[src/hw/rtl/kif_pkg.sv]
// Package of the 3x3 image filter: constants, payload and control types, helpers.
// Depends on nothing; imported by every module of the block.
`timescale 1ns / 1ps
`default_nettype none

package kif_pkg;

  localparam int MaxWidth = 1024;
  localparam int ColW     = $clog2(MaxWidth);
  localparam int GeomW    = 11;
  localparam int RowW     = GeomW + 1;
  localparam int PixW     = 8;
  localparam int CoefW    = 16;
  localparam int CoefRegW = 48;
  localparam int FracBits = 12;
  localparam int ProdW    = PixW + CoefW;
  localparam int RowSumW  = ProdW + 2;
  localparam int SumW     = ProdW + 4;
  localparam int QDepth   = 4;
  localparam int QPtrW    = $clog2(QDepth);
  localparam int QCntW    = $clog2(QDepth + 1);
  localparam int ODepth   = 8;
  localparam int OPtrW    = $clog2(ODepth);
  localparam int OCntW    = $clog2(ODepth + 1);
  localparam int CfgIdxW  = 3;

  localparam logic [GeomW-1:0]    WidthReset  = 11'd640;
  localparam logic [GeomW-1:0]    HeightReset = 11'd480;
  localparam logic [CoefRegW-1:0] CoeffReset  = 48'h01C7_01C7_01C7;

  typedef enum logic [CfgIdxW-1:0] {
    CFG_IMAGE_WIDTH,
    CFG_IMAGE_HEIGHT,
    CFG_FLIP_KERNEL,
    CFG_COEFF_TOP,
    CFG_COEFF_MIDDLE,
    CFG_COEFF_BOTTOM
  } cfg_idx_e;

  typedef enum logic [2:0] {
    OP_LOAD,
    OP_EDGE_LOAD,
    OP_SHIFT,
    OP_SHIFT_EMIT,
    OP_DRAIN
  } op_e;

  typedef struct packed {
    logic            req_type;
    logic [PixW-1:0] pixel_in;
  } in_item_t;

  typedef struct packed {
    logic [PixW-1:0] pixel_out;
    logic            row_last;
    logic            frame_last;
  } out_item_t;

  typedef struct packed {
    logic [GeomW-1:0]    image_width;
    logic [GeomW-1:0]    image_height;
    logic                flip_kernel;
    logic [CoefRegW-1:0] coeff_top_row;
    logic [CoefRegW-1:0] coeff_middle_row;
    logic [CoefRegW-1:0] coeff_bottom_row;
  } cfg_t;

  typedef struct packed {
    op_e             op;
    logic [PixW-1:0] top;
    logic [PixW-1:0] mid;
    logic [PixW-1:0] bot;
  } q_entry_t;

  function automatic logic [CoefW-1:0] coeff_at(cfg_t cfg, logic [1:0] r, logic [1:0] c);
    logic [CoefRegW-1:0] row_bits;
    logic [CoefW-1:0]    val;
    case (r)
      2'd0:    row_bits = cfg.coeff_top_row;
      2'd1:    row_bits = cfg.coeff_middle_row;
      default: row_bits = cfg.coeff_bottom_row;
    endcase
    case (c)
      2'd0:    val = row_bits[3*CoefW-1:2*CoefW];
      2'd1:    val = row_bits[2*CoefW-1:CoefW];
      default: val = row_bits[CoefW-1:0];
    endcase
    return val;
  endfunction

endpackage

`default_nettype wire

[src/hw/rtl/kif_back.sv]
// Back end: 3x3 window, pipelined multiply-accumulate, saturation and result queue.
// Depends on kif_pkg.
`timescale 1ns / 1ps
`default_nettype none

module kif_back import kif_pkg::*; (
  input  logic      clk_i,
  input  logic      rst_ni,
  input  cfg_t      cfg_i,
  input  logic      entry_valid_i,
  input  q_entry_t  entry_i,
  output logic      entry_pop_o,
  input  logic      pop_i,
  output logic      empty_o,
  output out_item_t out_item_o
);

  logic [2:0][2:0][PixW-1:0] win_q, win_d, shifted, emit_win;
  logic [2:0][PixW-1:0]      new_col;
  logic                      emit;

  logic                      s0_v_q, s1_v_q, s2_v_q, s3_v_q;
  logic [2:0][2:0][PixW-1:0] s0_win_q;
  logic                      s0_rl_q, s0_fl_q, s1_rl_q, s1_fl_q;
  logic                      s2_rl_q, s2_fl_q, s3_rl_q, s3_fl_q;
  logic signed [ProdW-1:0]   px_ext [9];
  logic signed [ProdW-1:0]   cf_ext [9];
  logic signed [ProdW-1:0]   prod_d [9];
  logic signed [ProdW-1:0]   prod_q [9];
  logic signed [RowSumW-1:0] rsum_d [3];
  logic signed [RowSumW-1:0] rsum_q [3];
  logic signed [SumW-1:0]    sum_q;
  logic [CoefW-1:0]          cf_bits [9];
  logic [PixW-1:0]           sat;

  out_item_t                 omem_q [ODepth];
  logic [OPtrW-1:0]          owptr_q, orptr_q;
  logic [OCntW-1:0]          ocnt_q;
  logic [OCntW:0]            in_use;
  logic                      opop;

  assign new_col[0] = entry_i.top;
  assign new_col[1] = entry_i.mid;
  assign new_col[2] = entry_i.bot;

  assign in_use = (OCntW+1)'(ocnt_q) + (OCntW+1)'(s0_v_q) + (OCntW+1)'(s1_v_q)
                + (OCntW+1)'(s2_v_q) + (OCntW+1)'(s3_v_q);
  assign entry_pop_o = entry_valid_i && (in_use < (OCntW+1)'(ODepth));

  always_comb begin
    for (int r = 0; r < 3; r++) begin
      shifted[r][0] = win_q[r][1];
      shifted[r][1] = win_q[r][2];
      shifted[r][2] = win_q[r][2];
    end
    win_d    = win_q;
    emit_win = shifted;
    emit     = 1'b0;
    case (entry_i.op)
      OP_LOAD: begin
        for (int r = 0; r < 3; r++) begin
          for (int c = 0; c < 3; c++) begin
            win_d[r][c] = new_col[r];
          end
        end
      end
      OP_EDGE_LOAD: begin
        emit = 1'b1;
        for (int r = 0; r < 3; r++) begin
          for (int c = 0; c < 3; c++) begin
            win_d[r][c] = new_col[r];
          end
        end
      end
      OP_SHIFT: begin
        win_d = shifted;
        for (int r = 0; r < 3; r++) begin
          win_d[r][2] = new_col[r];
        end
      end
      OP_SHIFT_EMIT: begin
        emit  = 1'b1;
        win_d = shifted;
        for (int r = 0; r < 3; r++) begin
          win_d[r][2] = new_col[r];
        end
        emit_win = win_d;
      end
      OP_DRAIN: begin
        emit  = 1'b1;
        win_d = shifted;
      end
      default: ;
    endcase
  end

  always_comb begin
    for (int a = 0; a < 3; a++) begin
      for (int b = 0; b < 3; b++) begin
        cf_bits[a*3+b] = cfg_i.flip_kernel ? coeff_at(cfg_i, 2'(2 - a), 2'(2 - b))
                                           : coeff_at(cfg_i, 2'(a), 2'(b));
        px_ext[a*3+b]  = $signed({{(ProdW-PixW){1'b0}}, s0_win_q[a][b]});
        cf_ext[a*3+b]  = $signed({{(ProdW-CoefW){cf_bits[a*3+b][CoefW-1]}},
                                  cf_bits[a*3+b]});
        prod_d[a*3+b]  = px_ext[a*3+b] * cf_ext[a*3+b];
      end
    end
    for (int a = 0; a < 3; a++) begin
      rsum_d[a] = RowSumW'(prod_q[a*3]) + RowSumW'(prod_q[a*3+1])
                + RowSumW'(prod_q[a*3+2]);
    end
  end

  always_comb begin
    if (sum_q[SumW-1]) begin
      sat = '0;
    end else if (|sum_q[SumW-2:FracBits+PixW]) begin
      sat = '1;
    end else begin
      sat = sum_q[FracBits+PixW-1:FracBits];
    end
  end

  always_ff @(posedge clk_i or negedge rst_ni) begin
    if (!rst_ni) begin
      win_q  <= '0;
      s0_v_q <= 1'b0;
      s1_v_q <= 1'b0;
      s2_v_q <= 1'b0;
      s3_v_q <= 1'b0;
    end else begin
      if (entry_pop_o) begin
        win_q <= win_d;
      end
      s0_v_q <= entry_pop_o && emit;
      s1_v_q <= s0_v_q;
      s2_v_q <= s1_v_q;
      s3_v_q <= s2_v_q;
    end
  end

  always_ff @(posedge clk_i) begin
    s0_win_q <= emit_win;
    s0_rl_q  <= (entry_i.op == OP_EDGE_LOAD) || (entry_i.op == OP_DRAIN);
    s0_fl_q  <= (entry_i.op == OP_DRAIN);
    prod_q   <= prod_d;
    s1_rl_q  <= s0_rl_q;
    s1_fl_q  <= s0_fl_q;
    rsum_q   <= rsum_d;
    s2_rl_q  <= s1_rl_q;
    s2_fl_q  <= s1_fl_q;
    sum_q    <= SumW'(rsum_q[0]) + SumW'(rsum_q[1]) + SumW'(rsum_q[2]);
    s3_rl_q  <= s2_rl_q;
    s3_fl_q  <= s2_fl_q;
  end

  assign opop       = pop_i && (ocnt_q != '0);
  assign empty_o    = (ocnt_q == '0);
  assign out_item_o = omem_q[orptr_q];

  always_ff @(posedge clk_i or negedge rst_ni) begin
    if (!rst_ni) begin
      owptr_q <= '0;
      orptr_q <= '0;
      ocnt_q  <= '0;
    end else begin
      if (s3_v_q) begin
        owptr_q <= owptr_q + OPtrW'(1);
      end
      if (opop) begin
        orptr_q <= orptr_q + OPtrW'(1);
      end
      if (s3_v_q && !opop) begin
        ocnt_q <= ocnt_q + OCntW'(1);
      end else if (!s3_v_q && opop) begin
        ocnt_q <= ocnt_q - OCntW'(1);
      end
    end
  end

  always_ff @(posedge clk_i) begin
    if (s3_v_q) begin
      omem_q[owptr_q] <= '{pixel_out: sat, row_last: s3_rl_q, frame_last: s3_fl_q};
    end
  end

endmodule

`default_nettype wire

[config.mk]
export PLATFORM = sky130hd
export DESIGN_NAME = kif_back
export DESIGN_NICKNAME = d
export VERILOG_FILES = /design/src/hw/rtl/kif_pkg.sv /design/src/hw/rtl/kif_back.sv
export SDC_FILE = /design/constraint.sdc
export NUM_CORES = 2
export LEC_CHECK = 0
export BUFFER_PORTS_ARGS = -buffer_cell sky130_fd_sc_hd__buf_2
export CORE_MARGIN = 3
export CORE_UTILIZATION = 62
export CTS_CLUSTER_DIAMETER = 200
export DETAILED_ROUTE_END_ITERATION = 6
export PLACE_DENSITY = 0.82
export SKIP_CTS_REPAIR_TIMING = 1
export SYNTH_ARGS = -nofsm -noshare
export SYNTH_HDL_FRONTEND = slang
export SYNTH_SLANG_ARGS = --single-unit
export TNS_END_PERCENT = 5
[constraint.sdc]
create_clock -name clk_i -period 5.9 [get_ports clk_i]
set_input_delay 0.295 -clock clk_i [delete_from_list [all_inputs] [get_ports clk_i]]
set_output_delay 0.295 -clock clk_i [all_outputs]
set_load 0.05 [all_outputs]
==> results.txt <==
The number of hold violations in the final report is 0. After legalization and detailed placement, the total HPWL measured about 120 mm. The die area came out at approximately 100000 um^2. The data required time at the worst endpoint came out at around 6.4 ns. The total count of max-transition violations in the final report was 0. The flow ran to the end, and the final reports show no timing, DRC or antenna violations. The clock tree from TritonCTS is done. The final period demand of the worst path came out at between 5 and 6 ns. The setup clock skew after layout came out at about 0.032 ns. Averaged over all synthesized cells, the footprint is around 9.7 um^2. The number of library cell types mapped by synthesis is 79. Counting along the longest clock path gives a buffer depth of 3.

The share of layout cells above drive strength 1 came out at between 8 and 9%. The number of storage elements in the synthesis netlist came out at around 530. The via count of the first global-routing pass is around 47k. The total negative slack for setup checks came out at 0 ns. For this design, the sink count on the clock tree is 532. The share of the cycle needed by the critical path after routing came out at between 90% and 100%. At the pin with the least slew margin, the transition time is roughly 1.2 ns. The netlist area before placement came out at between 60000 and 70000 um^2. The wire length reported by the detailed router came out at approximately 150 mm. The net count after synthesis is slightly above 8k. The number of enable-type register cells in the synthesized netlist is 80. The final weighted congestion of routability-driven global placement is just over 0.9. The data arrival time of the critical path came out at 5.94 ns.

The most critical setup path has its endpoint at prod_q[138]$_DFF_P_. The number of buffers created by CTS came out at 54. Among all cell types in the netlist, the one instantiated most often is inv_1. The root buffer cell chosen for the clock tree is clkbuf_16. The highest fanout seen on the critical path is 16. The first-pass iteration count of the detailed router came out at 5. The largest total area in the synthesized netlist belongs to fa_1. The average routed wire per standard cell is between 15 and 20 um. The maximum number of pins on one net before global-route repair came out at 55. The aggregate global-route resource usage came out at 29.7%. The count of unresolved DRC violations after routing came out at 0. The clock latency on the worst-skew pair is 0.64 ns. In the routed layout, each cell is associated on average with a via count of approximately 5.5.

The most critical setup path has its startpoint at px_ext[120]$_DFF_P_. The endpoint identified for the worst register-to-register timing path is prod_q[138]$_DFF_P_. The final hold slack came out at 0.00377 ns. For the worst flop-to-flop path, the logic depth is 18. The number of endpoints failing setup at the final stage is 0. The area share of the leading cell type in the synthesized netlist is between 30 and 40%. During synthesis, Yosys emitted a total of 0 warnings. The share of the yosys chip area belonging to registers came out at 19.1%. In this run the tightest slew margin relative to its limit is about a fifth.

For this configuration, the core starts out at a cell density of a little over three fifths. Ranked by total cell area, the synthesized netlist is headed by fa_1, dfxtp_1, ha_1. The layout overhead on the synthesized area is 7.77%. The number of antenna violations at the first check in global routing came to 18. The final-layout fill cell count came out at approximately 7.3k. The first global-routing pass estimated between 200 and 250 mm of wire. The H-tree was split into 2 levels. At the end of the flow, the number of nets in the layout was around 8.3k. The horizontal die dimension came out at approximately 320 um.

For flop-to-flop paths, the worst setup slack is 0.45 ns. After global routing the overflow that remains totals 0. The worst setup path is captured at a flip-flop. The highest clock frequency the design can meet is about 0.18 GHz. The initialized floorplan defines about 110 standard-cell rows. The startpoint identified for the worst register-to-register timing path is px_ext[120]$_DFF_P_. The number of DRC violations after detailed-routing iteration 0 is 2891. The area of the core came out at 97600 um^2. The commonest cells after synthesis are inv_1, fa_1, nand2_1, ha_1, and2_1. The number of max-capacitance violations reported came out at 0. Setup repair after global routing left no endpoint under its margin. The tightest min-delay check is of the input pin to asynchronous set/reset pin type. The die is 321 um tall. Pin placement for this block handled 210 I/O pins. The class of the most critical setup path is flip-flop to flip-flop. The clock transition time at the flip-flop clock pins of the worst setup and hold paths came out at approximately 0.070 ns. The total of buffers placed on input and output ports is roughly 190.

The most common flop cell mapped by yosys is dfxtp_1. The count of mapped cells out of synthesis came out at about 6.4k. The final route contains between 40k and 50k vias. The kind of start point of the critical path is a flip-flop.

The share of flip-flops with an asynchronous set or reset came out at between 10% and 20%. The post-route antenna net violation count came out at 0.
metal layers:
| metal | vias to the layer above | share of wire, % | GRT usage [%] |
|---|---|---|---|
| met5 | - | 0.013 | 0 |
| met3 | 317 | 9.1 | 7.27 |
| met4 | 4 | 3.8 | 11.3 |
| met1 | 21958 | 40 | 38.1 |
| li1 | 20032 | - | - |
| met2 | 1544 | 47 | 49.2 |
critical path, stage by stage (launching register included):
cell and delay [ns]:
dfxtp_1 0.81, nand2_1 0.19, fa_1 0.58, inv_1 0.05, fa_1 0.50, fa_1 0.55
inv_1 0.05, fa_1 0.48, inv_1 0.04, ha_1 0.33, o21a_1 0.21, o21ai_0 0.14
nand2b_1 0.07, a21oi_1 0.17, a31oi_1 0.08, a2111oi_0 0.50, buf_4 0.21, nor2_1 0.04
xor2_1 0.27
registers in the layout, summed over array words and instances, names as in the netlist, 3 cells and up:
name,flops
prod_q,216
sum_q,16
rsum_q,78
owptr_q,3
shifted,48
px_ext,72
orptr_q,3
ocnt_q,4
omem_q,80
metrics by stage:
stage / utilization [%] / cell area, um^2 / instances / worst slack (ns)
2_1_floorplan: - / 61600 / 6364 / 0.249
3_3_place_gp: 65.8 / 64200 / 7768 / 0.323
5_1_grt: 68.0 / 66300 / 7902 / 0.0811
3_5_place_dp: 65.8 / 64200 / 7768 / 0.233
4_1_cts: 67.7 / 66100 / 7870 / 0.492
6_report: 68.0 / 66300 / 7904 / 0.454
layout make-up:
type | count | area [um^2] | area share, %
diodes | 9 | 22.5 | 0.0339
clock inverters | 36 | 428 | 0.645
well taps | 1276 | 1600 | 2.41
clock buffers | 66 | 1480 | 2.23
inverters | 1436 | 5390 | 8.12
multi-input cells | 4286 | 44000 | 66.4
flip-flops and latches | 532 | 11800 | 17.7
repair buffers | 263 | 1630 | 2.45
cells in the final DEF, fill, tap and decap left out, drive strengths merged, types with 33 or more instances in the layout:
cell type  count
a21o          90
a21oi        178
and2         394
and3          33
buf          238
clkbuf        66
dfrtp         62
dfxtp        390
edfxtp        80
fa          1002
ha           528
inv         1443
mux2         168
mux2i         47
nand2        696
nand2b        57
nand3         39
nor2         115
nor2b        178
nor3          54
o21a          40
o21ai        129
xnor2        201
xor2          80
kinds of logic after synthesis:
logic type               after synthesis  share of synthesized area, %
AND/OR/NAND/NOR                     1628                          13.1
buffers and inverters               1546                          9.43
adder cells (fa/ha/maj)             1530                          43.3
AO/OA/AOI/OAI                        612                          6.46
flip-flops                           532                          19.1
XOR/XNOR                             281                          4.00
multiplexers                         235                          4.57
worst min-delay path by stage:
| stage | from | end | slack (ns) | cells past startpoint |
|---|---|---|---|---|
| CTS | rst_ni | ocnt_q[0]$_DFFE_PN0P_ | -0.57 | 1 |
| detailed placement | rst_ni | ocnt_q[0]$_DFFE_PN0P_ | 0.12 | 1 |
| finish | rst_ni | s1_v_q$_DFF_PN0_ | 0.004 | 2 |
| global route | rst_ni | ocnt_q[0]$_DFFE_PN0P_ | 0.001 | 2 |
| floorplan | rst_ni | ocnt_q[0]$_DFFE_PN0P_ | -0.0006 | 0 |
| global placement | rst_ni | ocnt_q[0]$_DFFE_PN0P_ | 0.12 | 1 |
Power is not shown: default switching activity piles up to over one toggle a cycle in this logic, so the estimate is an artifact.
