===== src/hw/rtl/kif_pkg.sv =====
// Package of the 3x3 image filter: constants, payload and control types, helpers.
// Depends on nothing; imported by every module of the block.
`timescale 1ns / 1ps
`default_nettype none

package kif_pkg;

  localparam int MaxWidth = 1024;
  localparam int ColW     = $clog2(MaxWidth);
  localparam int GeomW    = 11;
  localparam int RowW     = GeomW + 1;
  localparam int PixW     = 8;
  localparam int CoefW    = 16;
  localparam int CoefRegW = 48;
  localparam int FracBits = 12;
  localparam int ProdW    = PixW + CoefW;
  localparam int RowSumW  = ProdW + 2;
  localparam int SumW     = ProdW + 4;
  localparam int QDepth   = 4;
  localparam int QPtrW    = $clog2(QDepth);
  localparam int QCntW    = $clog2(QDepth + 1);
  localparam int ODepth   = 8;
  localparam int OPtrW    = $clog2(ODepth);
  localparam int OCntW    = $clog2(ODepth + 1);
  localparam int CfgIdxW  = 3;

  localparam logic [GeomW-1:0]    WidthReset  = 11'd640;
  localparam logic [GeomW-1:0]    HeightReset = 11'd480;
  localparam logic [CoefRegW-1:0] CoeffReset  = 48'h01C7_01C7_01C7;

  typedef enum logic [CfgIdxW-1:0] {
    CFG_IMAGE_WIDTH,
    CFG_IMAGE_HEIGHT,
    CFG_FLIP_KERNEL,
    CFG_COEFF_TOP,
    CFG_COEFF_MIDDLE,
    CFG_COEFF_BOTTOM
  } cfg_idx_e;

  typedef enum logic [2:0] {
    OP_LOAD,
    OP_EDGE_LOAD,
    OP_SHIFT,
    OP_SHIFT_EMIT,
    OP_DRAIN
  } op_e;

  typedef struct packed {
    logic            req_type;
    logic [PixW-1:0] pixel_in;
  } in_item_t;

  typedef struct packed {
    logic [PixW-1:0] pixel_out;
    logic            row_last;
    logic            frame_last;
  } out_item_t;

  typedef struct packed {
    logic [GeomW-1:0]    image_width;
    logic [GeomW-1:0]    image_height;
    logic                flip_kernel;
    logic [CoefRegW-1:0] coeff_top_row;
    logic [CoefRegW-1:0] coeff_middle_row;
    logic [CoefRegW-1:0] coeff_bottom_row;
  } cfg_t;

  typedef struct packed {
    op_e             op;
    logic [PixW-1:0] top;
    logic [PixW-1:0] mid;
    logic [PixW-1:0] bot;
  } q_entry_t;

  function automatic logic [CoefW-1:0] coeff_at(cfg_t cfg, logic [1:0] r, logic [1:0] c);
    logic [CoefRegW-1:0] row_bits;
    logic [CoefW-1:0]    val;
    case (r)
      2'd0:    row_bits = cfg.coeff_top_row;
      2'd1:    row_bits = cfg.coeff_middle_row;
      default: row_bits = cfg.coeff_bottom_row;
    endcase
    case (c)
      2'd0:    val = row_bits[3*CoefW-1:2*CoefW];
      2'd1:    val = row_bits[2*CoefW-1:CoefW];
      default: val = row_bits[CoefW-1:0];
    endcase
    return val;
  endfunction

endpackage

`default_nettype wire


===== src/hw/rtl/kif_queue.sv =====
// Short queue of classified window operations between front and back end.
// Depends on kif_pkg.
`timescale 1ns / 1ps
`default_nettype none

module kif_queue import kif_pkg::*; (
  input  logic             clk_i,
  input  logic             rst_ni,
  input  logic             wr_valid_i,
  input  q_entry_t         wr_entry_i,
  input  logic             rd_pop_i,
  output logic             rd_valid_o,
  output q_entry_t         rd_entry_o,
  output logic [QCntW-1:0] count_o
);

  q_entry_t         mem_q [QDepth];
  logic [QPtrW-1:0] wptr_q, rptr_q;
  logic [QCntW-1:0] cnt_q, cnt_d;
  logic             do_pop;

  assign do_pop     = rd_pop_i && (cnt_q != '0);
  assign rd_valid_o = (cnt_q != '0);
  assign rd_entry_o = mem_q[rptr_q];
  assign count_o    = cnt_q;

  always_comb begin
    cnt_d = cnt_q;
    if (wr_valid_i && !do_pop) begin
      cnt_d = cnt_q + QCntW'(1);
    end else if (!wr_valid_i && do_pop) begin
      cnt_d = cnt_q - QCntW'(1);
    end
  end

  always_ff @(posedge clk_i or negedge rst_ni) begin
    if (!rst_ni) begin
      wptr_q <= '0;
      rptr_q <= '0;
      cnt_q  <= '0;
    end else begin
      cnt_q <= cnt_d;
      if (wr_valid_i) begin
        wptr_q <= wptr_q + QPtrW'(1);
      end
      if (do_pop) begin
        rptr_q <= rptr_q + QPtrW'(1);
      end
    end
  end

  always_ff @(posedge clk_i) begin
    if (wr_valid_i) begin
      mem_q[wptr_q] <= wr_entry_i;
    end
  end

endmodule

`default_nettype wire


===== config.mk =====
export PLATFORM = sky130hd
export DESIGN_NAME = kif_queue
export DESIGN_NICKNAME = d
export VERILOG_FILES = /design/src/hw/rtl/kif_pkg.sv /design/src/hw/rtl/kif_queue.sv
export SDC_FILE = /design/constraint.sdc
export NUM_CORES = 1
export LEC_CHECK = 0
export BUFFER_PORTS_ARGS = -buffer_cell sky130_fd_sc_hd__buf_2
export CAP_MARGIN = 25
export CORE_MARGIN = 2
export CORE_UTILIZATION = 25
export CTS_CLUSTER_DIAMETER = 120
export DETAILED_ROUTE_END_ITERATION = 6
export GPL_TIMING_DRIVEN = 0
export PLACE_DENSITY = 0.43
export SETUP_SLACK_MARGIN = 0.3
export SLEW_MARGIN = 20
export SYNTH_ARGS = -nofsm -noshare
export SYNTH_HDL_FRONTEND = slang
export SYNTH_SLANG_ARGS = --single-unit
export TNS_END_PERCENT = 10

===== constraint.sdc =====
create_clock -name clk_i -period 2.9 [get_ports clk_i]
set_input_delay 0.29 -clock clk_i [delete_from_list [all_inputs] [get_ports clk_i]]
set_output_delay 0.29 -clock clk_i [all_outputs]
set_load 0.05 [all_outputs]

==> results of run 1 <==
[cells by family after synthesis]
group / count (synthesis)
buf+inv: 9
simple gates: 9
fa+ha+maj: 6
xor+xnor: 6
mux: 28
flops: 115
compound gates: 1
[how the worst min path moves through the flow]
stage | from | end | slack, ns | cells past startpoint
3_5_place_dp | rst_ni | count_o[1]$_DFFE_PN0P_ | 0.14 | 1
4_1_cts | wr_entry_i[12] | mem_q[1][12]$_DFFE_PP_ | 0.07 | 1
5_1_grt | wr_entry_i[17] | mem_q[0][17]$_DFFE_PP_ | 0.08 | 1
3_3_place_gp | rst_ni | count_o[1]$_DFFE_PN0P_ | 0.14 | 1
6_report | wr_entry_i[21] | mem_q[0][21]$_DFFE_PP_ | 0.09 | 1
2_1_floorplan | rst_ni | count_o[0]$_DFFE_PN0P_ | -0.006 | 0
[cell type report]
class,count,area [sq um]
Inverter,3,11.26
Tap cell,220,275.3
Clock buffer,18,429.2
Timing Repair Buffer,66,425.4
Sequential cell,115,3418
Buffer,6,53.80
Clock inverter,14,167.7
Multi-Input combinational cell,50,815.8
Fill cell,1631,11100
[flip-flops by register name, summed over array words and instances (netlist names)]
signal   count
rptr_q       2
count_o      3
mem_q      108
wptr_q       2
[per-layer routing]
metal  up-vias  GRT usage
li1        902          -
met1      1025     0.1133
met2        53     0.1622
met3        21    0.04279
met4         0    0.05556
met5         -          0
[metrics by stage]
stage / util / power [mW]
global placement: 0.2919 / 4.787
floorplan: - / 4.202
global route: 0.3351 / 7.201
finish: 0.3351 / 6.888
detailed placement: 0.2988 / 4.896
CTS: 0.3351 / 7.023
[critical path: cells and delay by family (launching register included)]
| family | cells | cell delay, ns |
|---|---|---|
| DFF | 1 | 0.31 |
| muxes | 1 | 0.38 |
| buffers and inverters | 3 | 0.86 |
[cells in the final DEF, fill, tap and decap left out, types with 4 or more instances in the layout]
master,instances
clkinv_2,5
buf_2,64
and2_2,4
ha_1,5
clkinv_1,4
dfrtp_1,7
mux4_2,26
edfxtp_1,108
bufinv_16,4
buf_16,4
clkbuf_16,17
[power by group through the flow]
stage                     clock network, mW  registers [mW]  logic [mW]
after floorplan                           0            2.37        1.83
final                                  2.10            2.28        2.51
after global placement                    0            2.32        2.47
after detailed placement                  0            2.31        2.58
after CTS                              2.15            2.28        2.59
after global routing                   2.23            2.31        2.66
==> impl_metrics.json, run 1 <==
{
  "status": "finished clean",
  "antenna_cells": 0,
  "syn_area_per_cell_sq_um": 24.68,
  "synth_edf_count": 108,
  "finalHoldViolations": 0,
  "ctsHoldBuffers": 1,
  "dp_cells": 459,
  "highest_layer": "met4",
  "numCtsBuffers": 17,
  "synth-compound-area-share": 0.001166,
  "path_max_fanout": 10,
  "slew_headroom": 0.6750,
  "finalSetupTns_ns": 0,
  "crit-reg2reg-launch": "count_o[0]$_DFFE_PN0P_",
  "gr-total-overflow": 0,
  "grt_pass1_vias": 2208,
  "wl_met1_um": 3495,
  "firstDrtPassIters": 3,
  "min_path_type": "input pin to register",
  "cp-start-kind": "register",
  "synthTopCellsByArea": "edfxtp_1, mux4_2, dfrtp_1, ha_1, mux4_1",
  "p_comb_frac": 0.365,
  "yosys.area_share.adder": 0.01923,
  "fin_crit_sh": 0.7796,
  "min_period_ns": 2.261,
  "viasPerCell": 4.067,
  "worst_slew_pin_slew_ns": 0.4876,
  "dr_wl_met3_um": 462,
  "area_delta_synth_final_pct": 30.33,
  "die_h_um": 135.1,
  "ant_nets": 0,
  "r2r_end": "count_o[2]$_DFFE_PN0P_",
  "p_sw_frac": 0.3603,
  "cts_tree": "done",
  "clk_pin_slew_ns": 0.05,
  "fin_ws_ns": 0.6391,
  "ys.warnings.count": 0,
  "drtIter0Drc": 72,
  "syn_inst": 174,
  "slowest_delay_ns": 0.38,
  "initial_core_util": 0.2571,
  "crit_slowest_cell": "mux4_2",
  "p_int_mw": 4.406,
  "cts_num_sinks": 115,
  "layout.cells.non_filler": 492,
  "clk-insertion-delay-late_ns": 0.41,
  "synth_mux_area_frac": 0.1451,
  "cap_violations": 0,
  "synth-main-ff-cell": "edfxtp_1",
  "synth_top_family_by_area": "multiplexers",
  "crit_required_ns": 2.61,
  "vias": 2001,
  "htreeDepth": 4,
  "antenna_found_initial": 0,
  "num-nets-final": 296,
  "grt_usage": 0.1008,
  "drc": 0,
  "rsz0062_at_grt": "false",
  "cp-end-kind": "output port",
  "cts_resized": 0,
  "synth_xor_xnor_area_share": 0.01224,
  "crit_path_end": "rd_entry_o[9]",
  "cts_setup_buffers": 0,
  "finalMaxSlewViolations": 0,
  "grt_pass1_wl_um": 12540,
  "synth_commonest_cells": "edfxtp_1, mux4_2, dfrtp_1, ha_1, and2_1",
  "ios": 62,
  "grt_max_degree": 18,
  "async_flop_share": 0.06087,
  "yosysTopAreaCell": "edfxtp_1",
  "peakVddDrop_v": 0.0006860,
  "fin_hold_ws_ns": 0.09208,
  "place_ws_ns": 0.8002,
  "synth-seq-cells": 115,
  "p_seq_frac": 0.331,
  "cp_data_arrival_time_ns": 1.97,
  "syn_area_sq_mm": 0.004294,
  "die_area_sq_mm": 0.01824,
  "syn-num-nets": 211,
  "wl_um": 8298,
  "yosysTopAreaCellShare": 0.7552,
  "p_leak_nw": 1.975,
  "gp_congestion": 0.6565,
  "crit_type": "register to output port",
  "power_density_mw_per_mm2": 1231,
  "design_area_sq_mm": 0.005597,
  "fp.dieW_um": 135.1,
  "setup_violations": 0,
  "worstSetupStartpoint": "rptr_q[1]$_DFFE_PN0P_",
  "io_buffers": 61,
  "synth-simple-area-share": 0.01107,
  "yosysMostFrequentCell": "edfxtp_1",
  "rrSetupSlack_ns": 0.83,
  "std_cell_rows": 47,
  "wl_met2_um": 4155,
  "core_area_sq_mm": 0.01670,
  "ys_seq_area_frac": 0.7960,
  "clock_path_buffers": 2,
  "postPlaceCellArea_sq_mm": 0.004990,
  "ys_types": 20,
  "fin_skew_ns": 0.006444,
  "rr_worst_depth": 8,
  "root_buffer": "clkbuf_16",
  "dp_hpwl_um": 5342,
  "path_cells": "buf_2 > buf_2 > mux4_2 > buf_2",
  "final_layout_size_suffix_gt1_frac": 0.4743,
  "p_switching_mw": 2.482,
  "fmax_mhz": 442.3,
  "cpMostUsedCell": "buf_2",
  "clockPowerShare": 0.304,
  "wire_per_inst_um": 16.87
}
No activity file was read; power rests on OpenSTA's default activity.
==> run 2: changes to the inputs <==
- clock period: 2.9 -> 2.2 ns (I/O delays scaled with it)
==> run 2 against run 1 <==
  * Via count is 1.1% higher
  * Register-to-register slack worse by 0.57 ns
  * Die area stayed put
==> impl_metrics.json, run 2 (synthesized netlist as in run 1, its figures left out) <==
{
  "status": "finished clean",
  "antenna_found_initial": 1,
  "cap_violations": 0,
  "dr_wl_met3_um": 529,
  "die_h_um": 135.1,
  "numCtsBuffers": 17,
  "power_density_mw_per_mm2": 1638,
  "num-fill-cells": 1614,
  "postPlaceCellArea_sq_mm": 0.004999,
  "path_cells": "buf_4 > buf_12 > mux4_2 > buf_6",
  "slowest_delay_ns": 0.54,
  "fp.dieW_um": 135.1,
  "vias": 2024,
  "rsz0062_at_grt": "true",
  "antenna_cells": 0,
  "io_buffers": 61,
  "die_area_sq_mm": 0.01824,
  "multi_input_area_sq_um": 839.6,
  "area_delta_synth_final_pct": 34.67,
  "design_area_sq_mm": 0.005783,
  "worst_slew_pin_slew_ns": 0.4541,
  "largest_reg_flops": 108,
  "grt_pass1_wl_um": 12880,
  "viasPerCell": 4.072,
  "wire_per_inst_um": 17.02,
  "min_path_type": "input pin to register",
  "cp-start-kind": "register",
  "gp_congestion": 0.6525,
  "path_max_fanout": 10,
  "crit_slowest_cell": "mux4_2",
  "fin_hold_ws_ns": 0.02363,
  "ios": 62,
  "gr-total-overflow": 0,
  "num-nets-final": 301,
  "crit_type": "register to output port",
  "setup_violations": 0,
  "wl_met1_um": 3704,
  "ant_nets": 0,
  "cts_tree": "done",
  "fin_ws_ns": 0.1801,
  "highest_layer": "met5",
  "slew_headroom": 0.6972,
  "clk_pin_slew_ns": 0.05,
  "drtIter0Drc": 76,
  "finalMaxSlewViolations": 0,
  "firstDrtPassIters": 4,
  "regArea_sq_mm": 0.003422,
  "final_common_cell": "edfxtp_1",
  "place_ws_ns": 0.2674,
  "clk-insertion-delay-late_ns": 0.41,
  "std_cell_rows": 47,
  "post-route-util": 0.3463,
  "finalPower_mw": 9.474,
  "fmax_mhz": 495.1,
  "root_buffer": "clkbuf_16",
  "layout_common_cells": "edfxtp_1, buf_2, mux4_2",
  "top_register": "mem_q",
  "dp_hpwl_um": 5110,
  "grt_pass1_vias": 2158,
  "finalHoldViolations": 0,
  "crit_required_ns": 1.98,
  "htreeDepth": 4,
  "cts_num_sinks": 115,
  "clock_path_buffers": 2,
  "final_layout_size_suffix_gt1_frac": 0.5054,
  "cp-end-kind": "output port",
  "p_leak_nw": 2.029,
  "cp_data_arrival_time_ns": 1.80,
  "grt_max_degree": 20,
  "wl_um": 8457,
  "grt_usage": 0.1022,
  "wl_met2_um": 4046,
  "min_period_ns": 2.020,
  "core_area_sq_mm": 0.01670,
  "fin_skew_ns": 0.007873,
  "drc": 0,
  "peakVddDrop_v": 0.0007693,
  "fin_crit_sh": 0.9181,
  "initial_core_util": 0.2571
}
-- run 2: cell types whose count changed in the layout (fill, tap and decap cells not counted), sizes merged --
cell,previous run,this run
clkbuf,18,19
bufinv,4,3
dlygate4sd3,1,2
buf,71,75
-- run 2: worst paths after layout --
kind                                   startpoint                     end  slack [ns]  depth (start not counted)
max                         rptr_q[0]$_DFFE_PN0P_           rd_entry_o[2]        0.18                          4
min                                 wr_entry_i[0]   mem_q[3][0]$_DFFE_PP_        0.02                          1
max reg2reg                count_o[1]$_DFFE_PN0P_  count_o[2]$_DFFE_PN0P_        0.26                          8
min reg2reg                count_o[2]$_DFFE_PN0P_  count_o[2]$_DFFE_PN0P_        0.48                          1
max in group asynchronous                  rst_ni  count_o[0]$_DFFE_PN0P_        1.83                          2
min in group asynchronous                  rst_ni   wptr_q[1]$_DFFE_PN0P_        0.18                          2
-- run 2: final cells by class --
type / count / share of cell area
timing repair buffer: 71 / 0.09996
buffer: 6 / 0.01428
clock buffer: 19 / 0.07486
multi-input combinational: 50 / 0.1452
tap: 220 / 0.04760
inverter: 3 / 0.001947
clock inverter: 13 / 0.02445
sequential: 115 / 0.5917
-- run 2: what timing repair did --
| item | in CTS | in global routing |
|---|---|---|
| hold buffers | 2 | 0 |
| hold endpoints to repair | 11 | 0 |
| cloned | 1 | 0 |
| setup buffers | 3 | 0 |
| resized for setup | 38 | 9 |
| endpoints found under the setup margin | 28 | 29 |
-- run 2: critical path: cells and delay by family (launching register included) --
kind,cells,cell delay [ns]
mux,1,0.54
buf+inv,3,0.46
flops,1,0.39
-- run 2: where the power goes --
part,internal [mW],switching (mW)
Clock,1.75,0.909
Sequential,2.89,0.133
Combinational,1.48,2.31
Total,6.12,3.35
-- run 2: through the flow --
step | cells | setup TNS (ns)
floorplan | 174 | 0
global placement | 455 | -13.56
detailed placement | 459 | 0
CTS | 497 | 0
global route | 497 | 0
finish | 497 | 0
-- run 2: per-layer routing --
metal / up-vias / global-route usage
met1: 1031 / 0.1251
met4: 2 / 0.05556
met5: - / 0
li1: 911 / -
met3: 16 / 0.04317
met2: 64 / 0.1531
